$ cat src/hw/rtl/sorted_key_table_defines.svh
// Assertion macros used by the table controller RTL.
`ifndef SORTED_KEY_TABLE_DEFINES_SVH
`define SORTED_KEY_TABLE_DEFINES_SVH

`ifndef NO_ASSERTIONS

`define SKT_ASSERT_IMP(label, clk, rst, ante, cons) \
   label: assert property (@(posedge clk) disable iff (rst) (ante) |-> (cons)) \
      else $error("sorted key table check failed");

`define SKT_ASSERT_NEXT(label, clk, rst, ante, cons) \
   label: assert property (@(posedge clk) disable iff (rst) (ante) |=> (cons)) \
      else $error("sorted key table check failed");

`else

`define SKT_ASSERT_IMP(label, clk, rst, ante, cons)

`define SKT_ASSERT_NEXT(label, clk, rst, ante, cons)

`endif

`endif

$ cat src/hw/rtl/skt_pkg.sv
`timescale 1ns / 1ps

package skt_pkg;

   localparam int KEY_WIDTH         = 64;
   localparam int REQ_PAYLOAD_WIDTH = 32;
   localparam int MAX_PAYLOAD_WIDTH = 64;
   localparam int OP_WIDTH          = 2;
   localparam int STATUS_WIDTH      = 2;
   localparam int POSITION_WIDTH    = 6;
   localparam int COUNT_WIDTH       = 7;
   localparam int CAP_WIDTH         = 7;
   localparam logic [CAP_WIDTH-1:0] CAP_RESET = 7'd64;

   localparam logic [OP_WIDTH-1:0] OP_LOOKUP = 2'd0;
   localparam logic [OP_WIDTH-1:0] OP_INSERT = 2'd1;
   localparam logic [OP_WIDTH-1:0] OP_REMOVE = 2'd2;

   localparam logic [STATUS_WIDTH-1:0] STATUS_DONE      = 2'd0;
   localparam logic [STATUS_WIDTH-1:0] STATUS_FULL      = 2'd1;
   localparam logic [STATUS_WIDTH-1:0] STATUS_NOT_FOUND = 2'd2;

   typedef enum logic [5:0] {
      S_IDLE  = 6'b000001,
      S_READ  = 6'b000010,
      S_CMP   = 6'b000100,
      S_SHIFT = 6'b001000,
      S_WRITE = 6'b010000,
      S_DONE  = 6'b100000
   } skt_state_type;

endpackage

$ cat src/hw/rtl/skt_req_if.sv
`timescale 1ns / 1ps

interface skt_req_if import skt_pkg::*; ();
   logic                         valid;
   logic                         ready;
   logic [OP_WIDTH-1:0]          op;
   logic [KEY_WIDTH-1:0]         key;
   logic [REQ_PAYLOAD_WIDTH-1:0] payload;

   modport source (output valid, op, key, payload, input ready);
   modport sink (input valid, op, key, payload, output ready);
endinterface

$ cat src/hw/rtl/skt_rsp_if.sv
`timescale 1ns / 1ps

interface skt_rsp_if import skt_pkg::*; ();
   logic                         valid;
   logic                         ready;
   logic [STATUS_WIDTH-1:0]      status;
   logic                         found;
   logic [POSITION_WIDTH-1:0]    position;
   logic [REQ_PAYLOAD_WIDTH-1:0] found_payload;
   logic [COUNT_WIDTH-1:0]       entry_count;

   modport source (output valid, status, found, position, found_payload, entry_count,
                   input ready);
   modport sink (input valid, status, found, position, found_payload, entry_count,
                 output ready);
endinterface

$ cat src/hw/rtl/skt_ctrl.sv
`timescale 1ns / 1ps
`include "sorted_key_table_defines.svh"

module skt_ctrl import skt_pkg::*; #(
   parameter int DEPTH = 64,
   parameter int PAYLOAD_WIDTH = 32,
   localparam int IW = $clog2(DEPTH),
   localparam int CW = $clog2(DEPTH + 1),
   localparam int MW = KEY_WIDTH + PAYLOAD_WIDTH,
   localparam int CMPW = (CW > CAP_WIDTH) ? CW : CAP_WIDTH
) (
   input  logic                 clock,
   input  logic                 reset,
   input  logic [CAP_WIDTH-1:0] capacity,
   skt_req_if.sink              req_chan,
   skt_rsp_if.source            rsp_chan,
   output logic                 mem_rd_en,
   output logic [IW-1:0]        mem_rd_addr,
   input  logic [MW-1:0]        mem_rd_data,
   output logic                 mem_wr_en,
   output logic [IW-1:0]        mem_wr_addr,
   output logic [MW-1:0]        mem_wr_data
);

   skt_state_type state_ff, state_in;
   logic                     ins_ff, ins_in;
   logic                     rem_ff, rem_in;
   logic [KEY_WIDTH-1:0]     key_ff, key_in;
   logic [PAYLOAD_WIDTH-1:0] pl_ff, pl_in;
   logic [CW-1:0]            lo_ff, lo_in;
   logic [CW-1:0]            hi_ff, hi_in;
   logic [IW-1:0]            mid_ff, mid_in;
   logic [IW-1:0]            pos_ff, pos_in;
   logic                     found_ff, found_in;
   logic [PAYLOAD_WIDTH-1:0] fpl_ff, fpl_in;
   logic [STATUS_WIDTH-1:0]  status_ff, status_in;
   logic [CW-1:0]            count_ff, count_in;
   logic [IW-1:0]            rp_ff, rp_in;
   logic [CW-1:0]            left_ff, left_in;
   logic                     pend_ff, pend_in;
   logic [IW-1:0]            wa_ff, wa_in;

   logic                         rsp_valid_ff, rsp_valid_in;
   logic [STATUS_WIDTH-1:0]      rsp_status_ff, rsp_status_in;
   logic                         rsp_found_ff, rsp_found_in;
   logic [POSITION_WIDTH-1:0]    rsp_position_ff, rsp_position_in;
   logic [REQ_PAYLOAD_WIDTH-1:0] rsp_fpl_ff, rsp_fpl_in;
   logic [COUNT_WIDTH-1:0]       rsp_count_ff, rsp_count_in;

   logic [CW-1:0]                span;
   logic [CW-1:0]                mid_sum;
   logic [IW-1:0]                mid_w;
   logic [CW-1:0]                mid_next;
   logic [KEY_WIDTH-1:0]         rd_key;
   logic [PAYLOAD_WIDTH-1:0]     rd_pl;
   logic                         full;
   logic                         req_accept;
   logic                         rsp_free;
   logic [MAX_PAYLOAD_WIDTH-1:0] req_pl_ext;
   logic [MAX_PAYLOAD_WIDTH-1:0] fpl_ext;

   assign span       = hi_ff - lo_ff - CW'(1);
   assign mid_sum    = lo_ff + (span >> 1);
   assign mid_w      = mid_sum[IW-1:0];
   assign mid_next   = CW'(mid_ff) + CW'(1);
   assign rd_key     = mem_rd_data[MW-1 -: KEY_WIDTH];
   assign rd_pl      = mem_rd_data[PAYLOAD_WIDTH-1:0];
   assign full       = (CMPW'(count_ff) >= CMPW'(capacity)) || (count_ff == CW'(DEPTH));
   assign req_accept = req_chan.valid && req_chan.ready;
   assign rsp_free   = !rsp_valid_ff || rsp_chan.ready;
   assign req_pl_ext = MAX_PAYLOAD_WIDTH'(req_chan.payload);
   assign fpl_ext    = MAX_PAYLOAD_WIDTH'(fpl_ff);

   assign req_chan.ready = (state_ff == S_IDLE);

   always_comb begin
      state_in  = state_ff;
      ins_in    = ins_ff;
      rem_in    = rem_ff;
      key_in    = key_ff;
      pl_in     = pl_ff;
      lo_in     = lo_ff;
      hi_in     = hi_ff;
      mid_in    = mid_ff;
      pos_in    = pos_ff;
      found_in  = found_ff;
      fpl_in    = fpl_ff;
      status_in = status_ff;
      count_in  = count_ff;
      rp_in     = rp_ff;
      left_in   = left_ff;
      pend_in   = pend_ff;
      wa_in     = wa_ff;

      rsp_valid_in    = rsp_valid_ff && !rsp_chan.ready;
      rsp_status_in   = rsp_status_ff;
      rsp_found_in    = rsp_found_ff;
      rsp_position_in = rsp_position_ff;
      rsp_fpl_in      = rsp_fpl_ff;
      rsp_count_in    = rsp_count_ff;

      mem_rd_en   = 1'b0;
      mem_rd_addr = rp_ff;
      mem_wr_en   = 1'b0;
      mem_wr_addr = wa_ff;
      mem_wr_data = mem_rd_data;

      unique case (state_ff)
         S_IDLE: begin
            if (req_accept) begin
               ins_in    = (req_chan.op == OP_INSERT);
               rem_in    = (req_chan.op == OP_REMOVE);
               key_in    = req_chan.key;
               pl_in     = req_pl_ext[PAYLOAD_WIDTH-1:0];
               lo_in     = '0;
               hi_in     = count_ff;
               pos_in    = '0;
               found_in  = 1'b0;
               fpl_in    = '0;
               status_in = STATUS_DONE;
               if ((req_chan.op == OP_INSERT) && full) begin
                  status_in = STATUS_FULL;
                  state_in  = S_DONE;
               end else begin
                  state_in = S_READ;
               end
            end
         end
         S_READ: begin
            if (lo_ff < hi_ff) begin
               mem_rd_en   = 1'b1;
               mem_rd_addr = mid_w;
               mid_in      = mid_w;
               state_in    = S_CMP;
            end else if (ins_ff) begin
               pos_in   = lo_ff[IW-1:0];
               left_in  = count_ff - lo_ff;
               rp_in    = IW'(count_ff - CW'(1));
               pend_in  = 1'b0;
               state_in = S_SHIFT;
            end else begin
               status_in = STATUS_NOT_FOUND;
               state_in  = S_DONE;
            end
         end
         S_CMP: begin
            state_in = S_READ;
            if (ins_ff) begin
               if (rd_key < key_ff) begin
                  lo_in = mid_next;
               end else begin
                  hi_in = CW'(mid_ff);
               end
            end else if (rd_key == key_ff) begin
               found_in = 1'b1;
               pos_in   = mid_ff;
               fpl_in   = rd_pl;
               if (rem_ff) begin
                  left_in  = count_ff - mid_next;
                  rp_in    = mid_ff + IW'(1);
                  pend_in  = 1'b0;
                  state_in = S_SHIFT;
               end else begin
                  state_in = S_DONE;
               end
            end else if (key_ff < rd_key) begin
               hi_in = CW'(mid_ff);
            end else begin
               lo_in = mid_next;
            end
         end
         S_SHIFT: begin
            if (left_ff != '0) begin
               mem_rd_en = 1'b1;
               rp_in     = ins_ff ? (rp_ff - IW'(1)) : (rp_ff + IW'(1));
               wa_in     = ins_ff ? (rp_ff + IW'(1)) : (rp_ff - IW'(1));
               left_in   = left_ff - CW'(1);
               pend_in   = 1'b1;
            end else begin
               pend_in = 1'b0;
            end
            if (pend_ff) begin
               mem_wr_en = 1'b1;
            end
            if ((left_ff == '0) && !pend_ff) begin
               if (ins_ff) begin
                  state_in = S_WRITE;
               end else begin
                  count_in = count_ff - CW'(1);
                  state_in = S_DONE;
               end
            end
         end
         S_WRITE: begin
            mem_wr_en   = 1'b1;
            mem_wr_addr = pos_ff;
            mem_wr_data = {key_ff, pl_ff};
            count_in    = count_ff + CW'(1);
            state_in    = S_DONE;
         end
         S_DONE: begin
            if (rsp_free) begin
               rsp_valid_in    = 1'b1;
               rsp_status_in   = status_ff;
               rsp_found_in    = found_ff;
               rsp_position_in = POSITION_WIDTH'(pos_ff);
               rsp_fpl_in      = fpl_ext[REQ_PAYLOAD_WIDTH-1:0];
               rsp_count_in    = COUNT_WIDTH'(count_ff);
               state_in        = S_IDLE;
            end
         end
         default: begin
            state_in = S_IDLE;
         end
      endcase
   end

   always_ff @(posedge clock) begin
      if (reset) begin
         state_ff     <= S_IDLE;
         count_ff     <= '0;
         pend_ff      <= 1'b0;
         rsp_valid_ff <= 1'b0;
      end else begin
         state_ff     <= state_in;
         count_ff     <= count_in;
         pend_ff      <= pend_in;
         rsp_valid_ff <= rsp_valid_in;
      end
   end

   always_ff @(posedge clock) begin
      ins_ff          <= ins_in;
      rem_ff          <= rem_in;
      key_ff          <= key_in;
      pl_ff           <= pl_in;
      lo_ff           <= lo_in;
      hi_ff           <= hi_in;
      mid_ff          <= mid_in;
      pos_ff          <= pos_in;
      found_ff        <= found_in;
      fpl_ff          <= fpl_in;
      status_ff       <= status_in;
      rp_ff           <= rp_in;
      left_ff         <= left_in;
      wa_ff           <= wa_in;
      rsp_status_ff   <= rsp_status_in;
      rsp_found_ff    <= rsp_found_in;
      rsp_position_ff <= rsp_position_in;
      rsp_fpl_ff      <= rsp_fpl_in;
      rsp_count_ff    <= rsp_count_in;
   end

   assign rsp_chan.valid         = rsp_valid_ff;
   assign rsp_chan.status        = rsp_status_ff;
   assign rsp_chan.found         = rsp_found_ff;
   assign rsp_chan.position      = rsp_position_ff;
   assign rsp_chan.found_payload = rsp_fpl_ff;
   assign rsp_chan.entry_count   = rsp_count_ff;

   `SKT_ASSERT_IMP(a_count_bound, clock, reset, 1'b1, count_ff <= CW'(DEPTH))
   `SKT_ASSERT_IMP(a_write_phase, clock, reset, mem_wr_en,
                   (state_ff == S_SHIFT) || (state_ff == S_WRITE))
   `SKT_ASSERT_NEXT(a_accept_leaves_idle, clock, reset, req_accept, state_ff != S_IDLE)
   `SKT_ASSERT_IMP(a_search_window, clock, reset,
                   (state_ff == S_READ) || (state_ff == S_CMP), lo_ff <= hi_ff)
   `SKT_ASSERT_IMP(a_count_only_when_busy, clock, reset,
                   (state_ff == S_IDLE) || (state_ff == S_READ) || (state_ff == S_CMP),
                   count_in == count_ff)

endmodule

$ cat src/flat_wrapper.sv
// flat-port wrapper written by rule: the top's interface ports become plain ports
module skt_ctrl_flat import skt_pkg::*;
#(
   parameter int DEPTH = 64,
   parameter int PAYLOAD_WIDTH = 32,
   localparam int IW = $clog2(DEPTH),
   localparam int CW = $clog2(DEPTH + 1),
   localparam int MW = KEY_WIDTH + PAYLOAD_WIDTH,
   localparam int CMPW = (CW > CAP_WIDTH) ? CW : CAP_WIDTH
)
  (clock, reset, capacity, mem_rd_en, mem_rd_addr, mem_rd_data, mem_wr_en, mem_wr_addr, mem_wr_data, req_chan_valid, req_chan_op, req_chan_key, req_chan_payload, req_chan_ready, rsp_chan_valid, rsp_chan_status, rsp_chan_found, rsp_chan_position, rsp_chan_found_payload, rsp_chan_entry_count, rsp_chan_ready);
  skt_req_if req_chan_i ();
  skt_rsp_if rsp_chan_i ();
  input  logic clock;
  input  logic reset;
  input  logic [CAP_WIDTH-1:0] capacity;
  output logic mem_rd_en;
  output logic [IW-1:0] mem_rd_addr;
  input  logic [MW-1:0] mem_rd_data;
  output logic mem_wr_en;
  output logic [IW-1:0] mem_wr_addr;
  output logic [MW-1:0] mem_wr_data;
  input wire logic [$bits(req_chan_i.valid)-1:0] req_chan_valid;
  input wire logic [$bits(req_chan_i.op)-1:0] req_chan_op;
  input wire logic [$bits(req_chan_i.key)-1:0] req_chan_key;
  input wire logic [$bits(req_chan_i.payload)-1:0] req_chan_payload;
  output wire logic [$bits(req_chan_i.ready)-1:0] req_chan_ready;
  output wire logic [$bits(rsp_chan_i.valid)-1:0] rsp_chan_valid;
  output wire logic [$bits(rsp_chan_i.status)-1:0] rsp_chan_status;
  output wire logic [$bits(rsp_chan_i.found)-1:0] rsp_chan_found;
  output wire logic [$bits(rsp_chan_i.position)-1:0] rsp_chan_position;
  output wire logic [$bits(rsp_chan_i.found_payload)-1:0] rsp_chan_found_payload;
  output wire logic [$bits(rsp_chan_i.entry_count)-1:0] rsp_chan_entry_count;
  input wire logic [$bits(rsp_chan_i.ready)-1:0] rsp_chan_ready;
  assign req_chan_i.valid = req_chan_valid;
  assign req_chan_i.op = req_chan_op;
  assign req_chan_i.key = req_chan_key;
  assign req_chan_i.payload = req_chan_payload;
  assign req_chan_ready = req_chan_i.ready;
  assign rsp_chan_valid = rsp_chan_i.valid;
  assign rsp_chan_status = rsp_chan_i.status;
  assign rsp_chan_found = rsp_chan_i.found;
  assign rsp_chan_position = rsp_chan_i.position;
  assign rsp_chan_found_payload = rsp_chan_i.found_payload;
  assign rsp_chan_entry_count = rsp_chan_i.entry_count;
  assign rsp_chan_i.ready = rsp_chan_ready;
  skt_ctrl #(.DEPTH(DEPTH), .PAYLOAD_WIDTH(PAYLOAD_WIDTH)) u_core (.clock(clock), .reset(reset), .capacity(capacity), .req_chan(req_chan_i), .rsp_chan(rsp_chan_i), .mem_rd_en(mem_rd_en), .mem_rd_addr(mem_rd_addr), .mem_rd_data(mem_rd_data), .mem_wr_en(mem_wr_en), .mem_wr_addr(mem_wr_addr), .mem_wr_data(mem_wr_data));
endmodule
$ cat config.mk
export PLATFORM = sky130hd
export DESIGN_NAME = skt_ctrl_flat
export DESIGN_NICKNAME = d
export VERILOG_FILES = /design/src/hw/rtl/skt_pkg.sv /design/src/hw/rtl/skt_req_if.sv /design/src/hw/rtl/skt_rsp_if.sv /design/src/hw/rtl/skt_ctrl.sv /design/src/flat_wrapper.sv
export VERILOG_INCLUDE_DIRS = /design/src /design/src/hw/rtl
export SDC_FILE = /design/constraint.sdc
export NUM_CORES = 1
export LEC_CHECK = 0
export ABC_AREA = 1
export BUFFER_PORTS_ARGS = -buffer_cell sky130_fd_sc_hd__buf_4
export CAP_MARGIN = 20
export CORE_UTILIZATION = 54
export CTS_BUF_LIST = sky130_fd_sc_hd__clkbuf_8
export CTS_CLUSTER_DIAMETER = 120
export DETAILED_ROUTE_END_ITERATION = 7
export GPL_ROUTABILITY_DRIVEN = 0
export PLACE_DENSITY = 0.79
export SYNTH_ARGS = -nofsm -noshare
export SYNTH_HDL_FRONTEND = slang
export SYNTH_SLANG_ARGS = --single-unit
$ cat constraint.sdc
create_clock -name clock -period 7.1 [get_ports clock]
set_input_delay 1.42 -clock clock [delete_from_list [all_inputs] [get_ports clock]]
set_output_delay 1.42 -clock clock [all_outputs]
set_load 0.01 [all_outputs]
# Word-level counts from Yosys, hierarchy flattened
# Cells that the tools add are included.
[totals] elab_cells=172 out_inout_bits=160 inputBits=205 reg_bits=241
[op_classes] n_lt_le_gt_ge=4 n_mux=78 n_eq_ne=26 n_reduce_logical=29 addsub=12
[ops] operator="6-bit 2-to-1 mux" count=26
[ops] operator="64-bit < comparator" count=2
[ops] operator="7-bit 2-to-1 mux" count=18
[ops] operator="32-bit 2-to-1 mux" count=3
[ops] operator="96-bit 2-to-1 mux" count=1
[ops] operator="64-bit equality test" count=1
[ops] operator="32-bit one-hot mux with 2 select lines" count=1
[ops] operator="7-bit one-hot mux with 2 select lines" count=3
[ops] operator="6-bit one-hot mux with 3 select lines" count=2
[ops] operator="6-bit one-hot mux with 6 select lines" count=1
[ops] operator="7-bit one-hot mux with 3 select lines" count=1
[ops] operator="7-bit by 1-bit subtractor with 7-bit output (second input constant)" count=3
[ops] operator="7-bit subtractor" count=3
[ops] operator="1-bit 2-to-1 mux" count=14
[ops] operator="6-bit by 1-bit adder with 6-bit output (second input constant)" count=2
[ops] operator="2-bit by 1-bit inequality test with 1-bit output (second input constant)" count=6
[ops] operator="6-bit AND reduction" count=2
[ops] operator="2-bit inequality test (second input constant)" count=5
[ops] operator="5-bit AND reduction" count=2
[ops] operator="2-bit AND reduction" count=4
[ops] operator="4-bit AND reduction" count=2
[ops] operator="6-bit by 1-bit adder with 7-bit output (second input constant)" count=1
[ops] operator="7-bit by 1-bit adder with 7-bit output (second input constant)" count=1
[ops] operator="7-bit equality test (second input constant)" count=1
[ops] operator="28 further kinds" count=44

# Longest topological paths before layout
[logic_depth] ltp_word=6 depth_mapped=16 depth_no_buf=15

# Worst setup path after synthesis
# Ideal clock, no wire load.
[synth_timing] path_kind="input to register" start="input req_chan_valid" end="register u_core.ins_ff (enable)" setup_ns=0.556 required_time_ns=6.544 path_buffers=0 path_slack_ns=1.039 path_stages=2 arrival_ns=5.505 path_cell_list="inv_1 nor2_1"
[synth_between] elab_chain_len=2
[synth_lines] item="start: declaration" line_no="flat_wrapper.sv:23" source="input wire logic [$bits(req_chan_i.valid)-1:0] req_chan_valid;"
[synth_lines] item="1-bit logical AND" line_no="skt_ctrl.sv:69" source="assign req_accept = req_chan.valid && req_chan.ready;"
[synth_lines] item="2-bit AND reduction (no source line)"
[synth_lines] item="end signal: assignment" line_no="skt_ctrl.sv:233" source="ins_ff <= ins_in;"
[synth_lines] item="end: declaration" line_no="skt_ctrl.sv:26" source="logic ins_ff, ins_in;"
# No other way between the ends.
# A chain may end at the register's enable or synchronous reset.

# Worst setup path in the final report
[layout_timing] start="register u_core.lo_ff[2]" end="output mem_rd_addr[5]"
[layout_between] elab_chain_len=5 elab_cells_between_ends=6 classes_between="add/sub (3); order compare (1); mux (2)"
[layout_lines] item="start: declaration" line_no="skt_ctrl.sv:30" source="logic [CW-1:0] lo_ff, lo_in;"
[layout_lines] item="start signal: assignment" line_no="skt_ctrl.sv:237" source="lo_ff <= lo_in;"
[layout_lines] item="7-bit subtractor" line_no="skt_ctrl.sv:62" source="assign span = hi_ff - lo_ff - CW'(1);"
[layout_lines] item="7-bit by 1-bit subtractor with 7-bit output" line_no="skt_ctrl.sv:62"
[layout_lines] item="6-bit adder" line_no="skt_ctrl.sv:63" source="assign mid_sum = lo_ff + (span >> 1);"
[layout_lines] item="6-bit 2-to-1 mux *" line_no="skt_ctrl.sv:130" source="if (lo_ff < hi_ff) begin"
[layout_lines] item="6-bit 2-to-1 mux *" line_no="skt_ctrl.sv:108" source="unique case (state_ff)"
[layout_lines] item="end: declaration" line_no="flat_wrapper.sv:18" source="output logic [IW-1:0] mem_rd_addr;"
# Every way passes the cells marked *; elsewhere a longest branch is shown, timed or not.

==> results.yml <==
global_routing:
  overflow: 0
  grt_usage_pct: 28.6
  antenna_found_initial: 3
  grt_pass1_vias: 10700
  grt_pass1_wl_um: 53100
  grt_max_degree: 111
cells_and_area:
  syn2layout_area_growth_pct: 30.0
  final_cell_mix: "buf_4, nand2_1, edfxtp_1, inv_1, o21ai_0"
  postLayoutCoreUtil_pct: 72.6
  drive_above_1_share_pct: 26.7
  final_common_cell: "buf_4"
  final_nets: 1998
die:
  coreArea_sq_um: 22900
  dieArea_sq_um: 24300
  die_y_um: 156
  die_width_um: 156
  initial_core_util_pct: 55.9
  rows: 55
  ios: 365
synth:
  netlist_top_cells_area: "edfxtp_1, ha_1, nand2_1, inv_1, o21ai_0"
  yosysTopAreaCellShare_pct: 53.0
  yosysWarnings: 0
  synth.distinct_cells: 53
  synth_edf_count: 226
  async_flop_share_pct: 0
  postSynthAreaPerCell_sq_um: 9.80
  synth_seq_cells: 241
  syn_nets: 1615
  syn_inst: 1306
  synthesis.area_sq_um: 12800
  yosysTopAreaCell: "edfxtp_1"
  seq_area_frac_synth_pct: 55.4
  synthFlopType: "edfxtp_1"
power:
  p_leak_nw: 7.91
  powerDensity_nw_per_um2: 304
  vdd_drop_max_mv: 0.192
critical_path:
  cp_max_fo: 6
  worstPathRequired_ns: 5.68
  crit_type: "register to primary output"
  cp.arrival_ns: 3.29
  crit_path_end_kind: "primary output"
  start_kind: "register"
route:
  dr_total_vias: 10700
  totalWireLength_um: 35000
  wire_per_inst_um: 17.2
  first_iter_violations: 782
  via_per_inst: 5.25
  drcViolationCount: 0
  firstDrtPassIters: 6
  ant_nets: 0
clock_tree:
  post_cts_resized: 0
  clock_sinks: 241
  clock_latency_ns: 0.54
  clk_pin_slew_ns: 0.07
  cts-buffers-inserted: 42
  cts_buffer_depth: 3
  cts_root_buf: "clkbuf_8"
  cts_tree: "done"
  postCtsSetupRepairBufs: 0
  htreeDepth: 2
  cts_hold_buf: 0
sta:
  setup_tns_ns: 0
  period_share_pct: 66.3
  max_freq_ghz: 0.213
  setup_viol: 0
  max_slew_margin_pct: 33.3
  fin_skew_ns: 0.0139
  grt_setup_unrepaired: "no"
  final_hold_viol_count: 0
  period_needed_ns: 4.71
  worst_pin_slew_ns: 1.00
  whs_ns: 0.413
  drv_slew: 0
place:
  dp_hpwl_um: 27000
  portBuffers: 364
run_status:
  status: "finished, final reports clean"
job:
  maxCapViolations: 0
hold_path:
  min_path_type: "register to register"
-- area by class of cell --
cell class,count,area [sq um]
Sequential cell,241,7090
Inverter,201,759
Multi-Input combinational cell,831,4830
Timing Repair Buffer,372,2810
Fill cell,1626,6280
Clock buffer,46,633
Antenna cell,3,7.51
Tap cell,313,392
Clock inverter,26,124
-- metrics by stage --
stage	cell area [sq um]	power, W	std cells	setup WS, ns
finish	16600	0.00505	2033	2.39
global route	16600	0.00535	2033	2.18
CTS	16600	0.00506	2029	2.41
detailed placement	15900	0.00389	1957	3.00
global placement	15900	0.00381	1957	3.10
floorplan	12800	0.00333	1306	1.04
-- report_power, final --
part	total (W)	internal, W	leakage [nW]	switching (W)
registers	0.00222	0.00209	2.27	0.000132
clock network	0.00116	0.000599	0.437	0.000561
logic	0.00167	0.000613	5.20	0.00106
total	0.00505	0.00330	7.91	0.00175
-- worst max-delay path: stages (launching register included) --
cell	delay, ns
edfxtp_1	0.43
ha_1	0.43
nand2_1	0.07
o21ai_0	0.27
xor2_1	0.19
ha_1	0.29
a21oi_1	0.18
nand2_1	0.10
a21oi_1	0.15
inv_1	0.06
a21oi_1	0.15
nand3b_1	0.15
nand3_1	0.09
nand2_1	0.08
buf_4	0.11
-- sequential cells by signal (all words and copies together) (netlist names), 2 cells and up --
signal	cells
u_core.lo_ff	7
u_core.status_ff	2
u_core.rp_ff	6
u_core.state_ff	6
u_core.rsp_chan.status	2
u_core.fpl_ff	32
u_core.count_ff	7
u_core.rsp_chan.found_payload	32
u_core.key_ff	64
u_core.hi_ff	7
u_core.pos_ff	6
u_core.left_ff	7
u_core.wa_ff	6
u_core.rsp_chan.entry_count	7
u_core.pl_ff	32
u_core.rsp_chan.position	6
u_core.mid_ff	6
-- layer usage --
layer | part of all wire, % | GRT usage, %
met1 | 36 | 31.6
met5 | 0 | 0
met2 | 50 | 50.7
met3 | 9.4 | 7.81
met4 | 4.3 | 14.0
-- cells in the mapped netlist (6+ instances only) --
cell type / n
o21ai_1: 50
xnor2_1: 8
ha_1: 101
xor2_1: 19
dfxtp_1: 15
a21oi_1: 70
nor3_1: 6
o21a_1: 6
inv_2: 8
nand2_1: 285
nand3_1: 30
clkbuf_1: 11
buf_2: 18
edfxtp_1: 226
inv_1: 190
nor2_1: 94
o21ai_0: 102
-- worst paths after layout --
kind | startpoint | to | slack (ns) | cells past startpoint
worst max-delay path | u_core.lo_ff[2] | mem_rd_addr[5] | 2.39 | 14
worst min-delay path | u_core.found_ff | u_core.rsp_chan.found | 0.41 | 0
worst max register to register | u_core.state_ff[0] | u_core.left_ff[6] | 3.36 | 13
worst min register to register | u_core.found_ff | u_core.rsp_chan.found | 0.41 | 0
-- cells by family after synthesis --
kind of cell / count (synthesis) / share of synthesized area, %
and+or+nand+nor: 444 / 14.6
AOI/OAI and AO/OA: 255 / 10.7
DFF: 241 / 55.4
buffers and inverters: 234 / 7.11
adders and majority gates: 104 / 10.3
xor gates and xnor gates: 27 / 1.85
muxes: 1 / 0.0782
Power figures use the tool's default switching activity.
